==> src/rtl/core/reas_pkg.sv <==
package reas_pkg;

   // Width of the tracked value (allowed range 8 to 32)
   localparam int VALUE_BITS = 16;

   // Limit registers and configuration port
   localparam int CFG_BITS       = 16;
   localparam int CSR_INDEX_BITS = 2;
   localparam int CSR_DATA_BITS  = CFG_BITS;

   localparam logic [CSR_INDEX_BITS-1:0] CSR_MIN_VALUE = 2'd0;
   localparam logic [CSR_INDEX_BITS-1:0] CSR_MAX_VALUE = 2'd1;
   localparam logic [CSR_INDEX_BITS-1:0] CSR_UNIT_MODE = 2'd2;

   localparam logic signed [CFG_BITS-1:0] MIN_VALUE_RESET = 16'sd0;
   localparam logic signed [CFG_BITS-1:0] MAX_VALUE_RESET = 16'sd127;

   // Timestamp and detent speed thresholds, in ms
   localparam int TIME_BITS = 32;
   localparam logic [TIME_BITS-1:0] FAST_LIMIT_0 = 32'd5;
   localparam logic [TIME_BITS-1:0] FAST_LIMIT_1 = 32'd10;
   localparam logic [TIME_BITS-1:0] FAST_LIMIT_2 = 32'd20;
   localparam logic [TIME_BITS-1:0] FAST_LIMIT_3 = 32'd40;

   // Acceleration step
   localparam int STEP_BITS = 8;
   localparam logic [STEP_BITS-1:0] STEP_MAX = '1;

   // Span is max - min, clipped at zero: fits the limit width unsigned
   localparam int SPAN_BITS  = CFG_BITS;
   localparam int RECIP_BITS = 17;
   localparam int PROD_BITS  = SPAN_BITS + RECIP_BITS;

   // floor(x / d) == (x * m) >> k, exact for every 16-bit x
   localparam int SHIFT_8 = 3;
   localparam logic [RECIP_BITS-1:0] RECIP_10   = 17'd52429;
   localparam int                    SHIFT_10   = 19;
   localparam logic [RECIP_BITS-1:0] RECIP_15   = 17'd69906;
   localparam int                    SHIFT_15   = 20;
   localparam logic [RECIP_BITS-1:0] RECIP_20   = 17'd52429;
   localparam int                    SHIFT_20   = 20;
   localparam logic [RECIP_BITS-1:0] RECIP_1000 = 17'd67109;
   localparam int                    SHIFT_1000 = 26;

   typedef struct packed {
      logic                 pin_a;
      logic                 pin_b;
      logic [TIME_BITS-1:0] now_ms;
   } req_word_type;

   typedef struct packed {
      logic signed [VALUE_BITS-1:0] value;
      logic                         detent_seen;
   } rsp_word_type;

   // Step per speed band, fastest first
   typedef struct packed {
      logic [STEP_BITS-1:0] step_8;
      logic [STEP_BITS-1:0] step_10;
      logic [STEP_BITS-1:0] step_15;
      logic [STEP_BITS-1:0] step_20;
      logic [STEP_BITS-1:0] step_1000;
   } step_set_type;

endpackage

==> src/rtl/core/reas_step_table.sv <==
module reas_step_table (
   input  logic                                clock,
   input  logic signed [reas_pkg::CFG_BITS-1:0] min_value,
   input  logic signed [reas_pkg::CFG_BITS-1:0] max_value,
   output reas_pkg::step_set_type              step_set
);
   import reas_pkg::*;

   logic signed [CFG_BITS:0] span_diff;
   logic [SPAN_BITS-1:0]     span;
   logic [PROD_BITS-1:0]     span_wide;
   logic [PROD_BITS-1:0]     prod_10;
   logic [PROD_BITS-1:0]     prod_15;
   logic [PROD_BITS-1:0]     prod_20;
   logic [PROD_BITS-1:0]     prod_1000;
   step_set_type             step_set_in;
   step_set_type             step_set_ff;

   // 0 becomes 1, anything above the step range saturates
   function automatic logic [STEP_BITS-1:0] clip_step(input logic [PROD_BITS-1:0] q);
      logic [STEP_BITS-1:0] r;
      if (q == '0) begin
         r = STEP_BITS'(1);
      end else if (q > PROD_BITS'(STEP_MAX)) begin
         r = STEP_MAX;
      end else begin
         r = q[STEP_BITS-1:0];
      end
      return r;
   endfunction

   always_comb begin
      span_diff = (CFG_BITS+1)'(max_value) - (CFG_BITS+1)'(min_value);
      // inverted limits count as an empty span
      span      = span_diff[CFG_BITS] ? '0 : span_diff[SPAN_BITS-1:0];
      span_wide = PROD_BITS'(span);
      prod_10   = span_wide * PROD_BITS'(RECIP_10);
      prod_15   = span_wide * PROD_BITS'(RECIP_15);
      prod_20   = span_wide * PROD_BITS'(RECIP_20);
      prod_1000 = span_wide * PROD_BITS'(RECIP_1000);

      step_set_in.step_8    = clip_step(span_wide >> SHIFT_8);
      step_set_in.step_10   = clip_step(prod_10 >> SHIFT_10);
      step_set_in.step_15   = clip_step(prod_15 >> SHIFT_15);
      step_set_in.step_20   = clip_step(prod_20 >> SHIFT_20);
      step_set_in.step_1000 = clip_step(prod_1000 >> SHIFT_1000);
   end

   always_ff @(posedge clock) begin
      step_set_ff <= step_set_in;
   end

   assign step_set = step_set_ff;

endmodule

==> src/rtl/core/rotary_encoder_accel_stepper.sv <==
// Rotary encoder stepper with speed-dependent acceleration. Each req word is one sample
// of encoder pins A and B with its millisecond timestamp; each sample yields exactly one
// rsp word with the current value and a flag set when that sample finished a detent
// (rise then fall of A). The block takes one sample per clock while the output is not
// stalled; the input register feeds the result register, from which the result word is
// presented. The value update of a sample is combinational between these registers, so
// successive samples follow back to back. Step sizes for the five speed bands are
// recomputed each cycle from the limit registers by a registered reciprocal-multiply
// table, so new limits apply to samples accepted from the cycle after the write on.
// Writing a limit does not clamp the current value; the next detent does.
module rotary_encoder_accel_stepper (
   input  logic                                   clock,
   input  logic                                   reset,
   input  logic                                   req_valid,
   output logic                                   req_ready,
   input  reas_pkg::req_word_type                 req_word,
   output logic                                   rsp_valid,
   input  logic                                   rsp_ready,
   output reas_pkg::rsp_word_type                 rsp_word,
   input  logic                                   csr_we,
   input  logic [reas_pkg::CSR_INDEX_BITS-1:0]    csr_index,
   input  logic [reas_pkg::CSR_DATA_BITS-1:0]     csr_wdata
);
   import reas_pkg::*;

   localparam int SUM_BITS = ((VALUE_BITS > CFG_BITS) ? VALUE_BITS : CFG_BITS) + 2;
   localparam logic signed [SUM_BITS-1:0] VAL_HI = SUM_BITS'((64'sd1 <<< (VALUE_BITS-1)) - 1);
   localparam logic signed [SUM_BITS-1:0] VAL_LO = -VAL_HI - SUM_BITS'(1);

   // configuration
   logic signed [CFG_BITS-1:0] min_value_ff;
   logic signed [CFG_BITS-1:0] max_value_ff;
   logic                       unit_mode_ff;

   // handshake
   logic         in_valid_ff;
   logic         in_valid_in;
   req_word_type in_word_ff;
   logic         rsp_valid_ff;
   logic         rsp_valid_in;
   rsp_word_type rsp_word_ff;
   logic         advance;

   // encoder state
   logic                         last_a_ff, last_a_in;
   logic                         last_dir_b_ff, last_dir_b_in;
   logic [1:0]                   edge_count_ff, edge_count_in;
   logic [TIME_BITS-1:0]         rise_time_ff, rise_time_in;
   logic signed [VALUE_BITS-1:0] current_value_ff, current_value_in;

   // datapath
   step_set_type            step_set;
   logic                    a_change;
   logic [1:0]              count_inc;
   logic                    detent;
   logic [TIME_BITS-1:0]    elapsed;
   logic [STEP_BITS-1:0]    step_band;
   logic [STEP_BITS-1:0]    step_use;
   logic                    go_down;
   logic signed [SUM_BITS-1:0] step_wide;
   logic signed [SUM_BITS-1:0] sum;
   logic signed [SUM_BITS-1:0] sat;
   logic signed [SUM_BITS-1:0] lim_lo;
   logic signed [SUM_BITS-1:0] lim_hi;
   logic signed [SUM_BITS-1:0] clamped;

   reas_step_table u_step_table (
      .clock     (clock),
      .min_value (min_value_ff),
      .max_value (max_value_ff),
      .step_set  (step_set)
   );

   always_ff @(posedge clock) begin
      if (reset) begin
         min_value_ff <= MIN_VALUE_RESET;
         max_value_ff <= MAX_VALUE_RESET;
         unit_mode_ff <= 1'b0;
      end else if (csr_we) begin
         unique case (csr_index)
            CSR_MIN_VALUE: min_value_ff <= $signed(csr_wdata[CFG_BITS-1:0]);
            CSR_MAX_VALUE: max_value_ff <= $signed(csr_wdata[CFG_BITS-1:0]);
            CSR_UNIT_MODE: unit_mode_ff <= csr_wdata[0];
            default: ;
         endcase
      end
   end

   assign advance   = in_valid_ff && (!rsp_valid_ff || rsp_ready);
   assign req_ready = !in_valid_ff || advance;

   always_comb begin
      if (req_valid && req_ready) begin
         in_valid_in = 1'b1;
      end else if (advance) begin
         in_valid_in = 1'b0;
      end else begin
         in_valid_in = in_valid_ff;
      end

      if (advance) begin
         rsp_valid_in = 1'b1;
      end else if (rsp_ready) begin
         rsp_valid_in = 1'b0;
      end else begin
         rsp_valid_in = rsp_valid_ff;
      end
   end

   // edge tracking
   always_comb begin
      a_change      = in_word_ff.pin_a != last_a_ff;
      count_inc     = edge_count_ff + 2'd1;
      detent        = a_change && (count_inc == 2'd2) && !in_word_ff.pin_a;
      last_a_in     = in_word_ff.pin_a;
      edge_count_in = edge_count_ff;
      rise_time_in  = rise_time_ff;
      if (a_change) begin
         // a fall closes a detent or, without a rise before it, restarts
         if (!in_word_ff.pin_a && (count_inc == 2'd1 || count_inc == 2'd2)) begin
            edge_count_in = 2'd0;
         end else begin
            edge_count_in = count_inc;
         end
         if (in_word_ff.pin_a && count_inc == 2'd1) begin
            rise_time_in = in_word_ff.now_ms;
         end
      end
   end

   // step and value update
   always_comb begin
      elapsed = in_word_ff.now_ms - rise_time_ff;
      if (elapsed < FAST_LIMIT_0) begin
         step_band = step_set.step_8;
      end else if (elapsed < FAST_LIMIT_1) begin
         step_band = step_set.step_10;
      end else if (elapsed < FAST_LIMIT_2) begin
         step_band = step_set.step_15;
      end else if (elapsed < FAST_LIMIT_3) begin
         step_band = step_set.step_20;
      end else begin
         step_band = step_set.step_1000;
      end

      // direction change or menu mode moves by one
      if (unit_mode_ff || in_word_ff.pin_b != last_dir_b_ff) begin
         step_use = STEP_BITS'(1);
      end else begin
         step_use = step_band;
      end
      go_down   = unit_mode_ff ? !in_word_ff.pin_b : in_word_ff.pin_b;
      step_wide = $signed(SUM_BITS'(step_use));
      sum       = go_down ? SUM_BITS'(current_value_ff) - step_wide
                          : SUM_BITS'(current_value_ff) + step_wide;

      if (sum > VAL_HI) begin
         sat = VAL_HI;
      end else if (sum < VAL_LO) begin
         sat = VAL_LO;
      end else begin
         sat = sum;
      end

      lim_lo  = SUM_BITS'(min_value_ff);
      lim_hi  = SUM_BITS'(max_value_ff);
      clamped = (sat < lim_lo) ? lim_lo : sat;
      // max wins when the limits are inverted
      if (clamped > lim_hi) begin
         clamped = lim_hi;
      end

      if (detent) begin
         current_value_in = clamped[VALUE_BITS-1:0];
         last_dir_b_in    = in_word_ff.pin_b;
      end else begin
         current_value_in = current_value_ff;
         last_dir_b_in    = last_dir_b_ff;
      end
   end

   always_ff @(posedge clock) begin
      if (reset) begin
         in_valid_ff      <= 1'b0;
         rsp_valid_ff     <= 1'b0;
         last_a_ff        <= 1'b0;
         last_dir_b_ff    <= 1'b0;
         edge_count_ff    <= 2'd0;
         rise_time_ff     <= '0;
         current_value_ff <= '0;
      end else begin
         in_valid_ff  <= in_valid_in;
         rsp_valid_ff <= rsp_valid_in;
         if (advance) begin
            last_a_ff        <= last_a_in;
            last_dir_b_ff    <= last_dir_b_in;
            edge_count_ff    <= edge_count_in;
            rise_time_ff     <= rise_time_in;
            current_value_ff <= current_value_in;
         end
      end
   end

   always_ff @(posedge clock) begin
      if (req_valid && req_ready) begin
         in_word_ff <= req_word;
      end
      if (advance) begin
         rsp_word_ff.value       <= current_value_in;
         rsp_word_ff.detent_seen <= detent;
      end
   end

   assign rsp_valid = rsp_valid_ff;
   assign rsp_word  = rsp_word_ff;

endmodule

==> config.mk <==
export PLATFORM = sky130hd
export DESIGN_NAME = rotary_encoder_accel_stepper
export DESIGN_NICKNAME = d
export VERILOG_FILES = /design/src/rtl/core/reas_pkg.sv /design/src/rtl/core/reas_step_table.sv /design/src/rtl/core/rotary_encoder_accel_stepper.sv
export SDC_FILE = /design/constraint.sdc
export NUM_CORES = 1
export LEC_CHECK = 0
export BUFFER_PORTS_ARGS = -buffer_cell sky130_fd_sc_hd__buf_2
export CORE_UTILIZATION = 59
export CTS_CLUSTER_SIZE = 40
export DETAILED_ROUTE_END_ITERATION = 7
export PLACE_DENSITY = 0.77
export SLEW_MARGIN = 10
export SYNTH_ARGS = -nofsm -noshare
export SYNTH_HDL_FRONTEND = slang
export SYNTH_HIERARCHICAL = 1
export SYNTH_SLANG_ARGS = --single-unit
==> constraint.sdc <==
create_clock -name clock -period 12.5 [get_ports clock]
set_input_delay 1.25 -clock clock [delete_from_list [all_inputs] [get_ports clock]]
set_output_delay 1.25 -clock clock [all_outputs]
set_load 0.02 [all_outputs]
==> results.cfg, run 1 <==
[floorplan]
die_h_um = 197
die_area_um2 = 38800
core_area_um2 = 37500
io_pins = 76
std_cell_rows = 71
start_util_pct = 59.8
dieWidth_um = 197

[worst_setup_path]
critical_path_required_ns = 12.85
crit_type = reg2reg
path_common_cell = o21a_1
crit_path_max_fanout = 10
cp.arrival_ns = 12.80
start_kind = flop
end_kind = flop
cp_slowest_cell = or4_4
max_stage_delay_ns = 0.56

[grt]
antenna_found_initial = 0
grt_pass1_vias = 19378
grt_max_degree = 77
overflow = 0
grtUsageTotal_pct = 32.7
grt_pass1_wl_um = 99600

[detailed_routing]
first_iter_violations = 1238
wl_um = 62800
via_per_inst = 6.03
drtPass1Iterations = 7
wl_per_cell_um = 19.2
vias = 19751
drc = 0
final_antenna_net_count = 0

[timing]
timing.hold.ws_ns = 0.457
finalCriticalPeriod_ns = 12.45
finalMaxSlewViolations = 0
hold_violations = 0
timing.fmax_mhz = 80.3
final-setup-viol-count = 0
worst-slew-pin-transition_ns = 1.23
max_slew_margin_pct = 18.0
rsz0062_at_grt = true
min_period_over_period_pct = 99.6
fin_skew_ns = 0.00784

[worst_hold_path]
hp-class = reg2reg

[clock_tree]
cts_tree = built
clockBufferDepth = 2
root_buffer = clkbuf_16
h-tree-depth = 4
worst_skew_pair.late_latency_ns = 0.46
cts-buffers-inserted = 17
cts.clk_slew.worst_paths_ns = 0.07
cts_sinks = 177

[synthesis]
synthTopCellsByArea = ha_1 (25%), fa_1 (12%), dfxtp_1 (11%)
async_flop_share_pct = 0
synth_top_area_share_pct = 24.7
syn_avg_cell_area_um2 = 8.64
yosys.cell_count.top_type = ha_1
synth_area_um2 = 22400
synthTopCellsByCount = ha_1 (442), inv_1 (389), nand2_1 (275)
yosysSeqAreaShare_pct = 18.1
syn_nets = 3233
synthFlopType = dfxtp_1
synth_warnings = 6
synth-edff-count = 51
synthCells = 2595
yosysTopAreaCell = ha_1
synth.distinct_cells = 104
ys_ff_latch = 177

[cells_and_area]
syn_to_final_growth_pct = 12.2
final_util_pct = 67.1
diodes = 0
num-nets-final = 3392
finalInstanceArea_um2 = 25200
drive_gt1_share_pct = 12.7

[flow_run]
max-cap-violations = 0

[status]
status = finished, final reports clean

[placement]
port_buffers = 75
gp_congestion = 0.982
dp_hpwl_um = 51000
place_area_um2 = 23900
logic make-up (layout without fill, tap and decap cells):
group                    Yosys count  in the layout  synth area share [%]
AO/OA/AOI/OAI                    564            566                  17.3
buffers and inverters            456            626                  7.83
flip-flops                       177            177                  18.1
other                              1              1                0.0167
XOR/XNOR                          87             87                  3.50
AND/OR/NAND/NOR                  709            709                  15.2
adder cells (fa/ha/maj)          582            582                  37.1
multiplexers                      19             19                 0.871
critical path: cells and delay by family (launching register included):
family	cells	cell delay (ns)
multiplexers	1	0.35
AND/OR/NAND/NOR	16	3.69
flip-flops	1	0.42
buffers and inverters	4	0.68
adder cells (fa/ha/maj)	4	1.23
XOR/XNOR	2	0.38
AO/OA/AOI/OAI	27	5.59
layout make-up:
type / count / area, um^2
clock inverter: 15 / 156
multi-input combinational: 1964 / 17000
tap: 511 / 639
clock buffer: 17 / 425
fill: 3116 / 12300
timing repair buffer: 202 / 1360
inverter: 392 / 1470
sequential: 177 / 4050
flip-flops by register name, summed over array words and instances (netlist names):
register / flops
u_step_table/step_set: 39
in_word_ff: 33
rise_time_ff: 32
rsp_word: 17
current_value_ff: 16
max_value_ff: 16
min_value_ff: 16
edge_count_ff: 2
in_valid_ff: 1
last_a_ff: 1
last_a_in: 1
last_dir_b_ff: 1
rsp_valid: 1
unit_mode_ff: 1
repair_timing:
item,in CTS,in global routing
pin swaps,13,50
hold buffers,0,0
endpoints found under the setup margin,32,32
buffers inserted,11,22
cloned,2,2
endpoints found under the hold margin,0,0
resized for setup,23,80
placed cells by master (no fill, tap or decap), types with 23 or more instances in the layout:
master and count:
nor3_1 42, a221o_1 33, fa_1 138, dfxtp_1 126
xor2_1 31, a21oi_1 164, inv_1 388, nand4_1 33
nand3_1 48, nor2_1 128, ha_1 436, and2_1 24
edfxtp_1 51, buf_4 119, nand2_1 274, xnor2_1 54
and3_1 36, a21o_1 55, o21a_1 23, buf_2 75
o21ai_0 75
metrics by stage:
stage | cells | worst slack, ns | TNS, ns
final | 3278 | 0.0461 | 0
after detailed placement | 3209 | -0.483 | -13.68
after global placement | 3209 | -0.0600 | -0.790
after floorplan | 2595 | 0.00529 | 0
after global routing | 3278 | -0.562 | -16.22
after CTS | 3254 | 0.00594 | 0
layer usage:
layer / part of all wire [%] / vias up / wire (um) / global-route usage (%)
met5: 0 / - / 0 / 0
met4: 5.3 / 0 / 3320 / 16.7
met3: 5.7 / 207 / 3580 / 3.61
met2: 47 / 746 / 29500 / 55.5
met1: 42 / 9407 / 26300 / 41.0
li1: - / 9391 / - / -
path summary, 6_finish.rpt:
path	start	endpoint	slack, ns	cells past startpoint
max reg2reg	in_word_ff[1]	current_value_ff[12]	0.05	54
min reg2reg	rise_time_ff[30]	rise_time_ff[30]	0.46	2
max	in_word_ff[1]	current_value_ff[12]	0.05	54
min	rise_time_ff[30]	rise_time_ff[30]	0.46	2
Power of run 1 is left out: the tool's default activity adds up to more than one toggle a clock period on the data nets, which glitch-free logic cannot reach.
==> run 2, diff against run 1 <==
Settings changed: ABC_AREA set to 1.
==> run 2 against run 1 <==
Compared with the run above: non-clock buffer count fell by 114; highest routed layer unchanged; via count rose by 7.9%; largest cell class unchanged; first-iteration DRC count rose by 8.2%.
==> results.cfg, run 2 <==
[worst_setup_path]
start_kind = flop
end_kind = flop
r2r-end = rsp_word[13]
crit_path_max_fanout = 22
path_common_cell = nand2_1
r2r_start = in_word_ff[0]
critical_path_required_ns = 12.72
r2r_slack_ns = 1.39
reg2regPathDepth = 57
crit_type = reg2reg
cp_slowest_cell = nand2_1
cp.arrival_ns = 11.33
max_stage_delay_ns = 0.50

[timing]
finalCriticalPeriod_ns = 11.11
fin_skew_ns = 0.00990
hold_violations = 0
min_period_over_period_pct = 88.9
rsz0062_at_grt = false
timing.fmax_mhz = 90.0
final-setup-viol-count = 0
finalMaxSlewViolations = 0
finalSetupTns_ns = 0
setup_slack_ns = 1.39
worst-slew-pin-transition_ns = 1.06
max_slew_margin_pct = 29.1

[clock_tree]
h-tree-depth = 4
cts_sinks = 177
holdBufCountCts = 0
worst_skew_pair.late_latency_ns = 0.46
cts-buffers-inserted = 17
post_cts_buffers = 0
postCtsResizedCells = 0
root_buffer = clkbuf_16
clockBufferDepth = 2
cts.clk_slew.worst_paths_ns = 0.08
cts_tree = built

[cells_and_area]
fill_cells = 3623
diodes = 0
syn_to_final_growth_pct = 6.48
final_cell_mix = nand2_1 (669), inv_1 (630), ha_1 (442)
num-nets-final = 3934
largest_register_ffs = 39
drive_gt1_share_pct = 7.49
layout_commonest_cell = nand2_1

[synthesis]
yosysSeqAreaShare_pct = 17.0
synth.distinct_cells = 64
syn_avg_cell_area_um2 = 7.38
synth_warnings = 6
synth_top_area_share_pct = 23.2
synthTopCellsByArea = ha_1 (23%), fa_1 (12%), dfxtp_1 (11%)
synth_area_um2 = 23800
synth-edff-count = 51
yosys.cell_count.top_type = nand2_1
synthTopCellsByCount = nand2_1 (669), inv_1 (630), ha_1 (442)
synthFlopType = dfxtp_1
syn_nets = 3867
synthCells = 3229
yosysTopAreaCell = ha_1
ys_ff_latch = 177
async_flop_share_pct = 0

[detailed_routing]
wl_per_cell_um = 17.5
drtPass1Iterations = 5
wl_um = 67000
via_per_inst = 5.56
vias = 21313
final_antenna_net_count = 0
drc = 0
first_iter_violations = 1339

[floorplan]
die_area_um2 = 41200
std_cell_rows = 73
die_h_um = 203
start_util_pct = 59.9
dieWidth_um = 203
io_pins = 76
core_area_um2 = 39800

[grt]
grt_max_degree = 69
grt_pass1_vias = 21037
overflow = 0
grtUsageTotal_pct = 33.5
antenna_found_initial = 0
grt_pass1_wl_um = 109000

[worst_hold_path]
holdPathEnd = rise_time_ff[4]
hold_start = rise_time_ff[4]
hp-class = reg2reg
hold_path_depth = 2

[placement]
dp_hpwl_um = 56200
gp_congestion = 0.992
port_buffers = 75
dp_slack_ns = 1.54

[status]
status = finished, final reports clean

[flow_run]
max-cap-violations = 0
run 2: cell count changes in the layout (fill, tap and decap cells not counted), sizes merged, moves of 21 or more:
cell and change:
a21oi +68, a221o -33, nor3 -26, o21ai +55
nand2 +420, nor2 +89, and3 -30, nand2b -21
nand3 +148, xnor2 -36, inv +258, buf -114
a21o -45
run 2: cell families (layout without fill, tap and decap cells):
family | Yosys count | count (layout) | synth area share, %
AND/OR/NAND/NOR | 1225 | 1225 | 23.1
other | 1 | 1 | 0.0157
adder cells (fa/ha/maj) | 581 | 581 | 34.9
flip-flops | 177 | 177 | 17.0
AO/OA/AOI/OAI | 490 | 490 | 11.5
buffers and inverters | 697 | 777 | 11.3
XOR/XNOR | 58 | 58 | 2.13
run 2: worst max path at each step:
stage	startpoint	end	slack, ns
2_1_floorplan	in_word_ff[0]	rsp_word[2]	3.85
3_3_place_gp	in_word_ff[0]	rsp_word[8]	1.82
3_5_place_dp	in_word_ff[0]	rsp_word[13]	1.54
4_1_cts	in_word_ff[0]	rsp_word[13]	1.47
5_1_grt	in_word_ff[0]	rsp_word[13]	0.12
6_report	in_word_ff[0]	rsp_word[13]	1.39
run 2: critical path: cells and delay by family (launching register included):
family | cells | cell delay (ns)
xor gates and xnor gates | 3 | 0.37
DFF | 1 | 0.33
AOI/OAI and AO/OA | 17 | 3.11
buffers and inverters | 7 | 0.86
and+or+nand+nor | 24 | 4.24
adders and majority gates | 6 | 1.90
run 2: stage by stage:
stage | hold WS (ns) | instances | utilization (%) | area [um^2]
3_5_place_dp | 0.455 | 3802 | 62.1 | 24700
3_3_place_gp | 0.446 | 3802 | 62.1 | 24700
2_1_floorplan | 0.433 | 3229 | - | 23800
5_1_grt | 0.477 | 3834 | 63.7 | 25400
6_report | 0.462 | 3834 | 63.7 | 25400
4_1_cts | 0.464 | 3834 | 63.7 | 25400
run 2: cell type report:
type	count	area (um^2)	area share [%]
clock inverters	15	208	0.818
flip-flops and latches	177	4050	16.0
inverters	657	2470	9.73
clock buffers	17	425	1.68
multi-input cells	2355	17100	67.4
well taps	525	657	2.59
repair buffers	88	473	1.86
run 2: routing by layer:
layer	share of wire, %	vias to the layer above	global-route usage (%)
li1	-	10603	-
met1	46	9962	45.1
met2	45	639	54.9
met3	5.9	109	4.29
met4	3.1	0	12.2
met5	0	-	0
Power of run 2 is left out for the same reason.
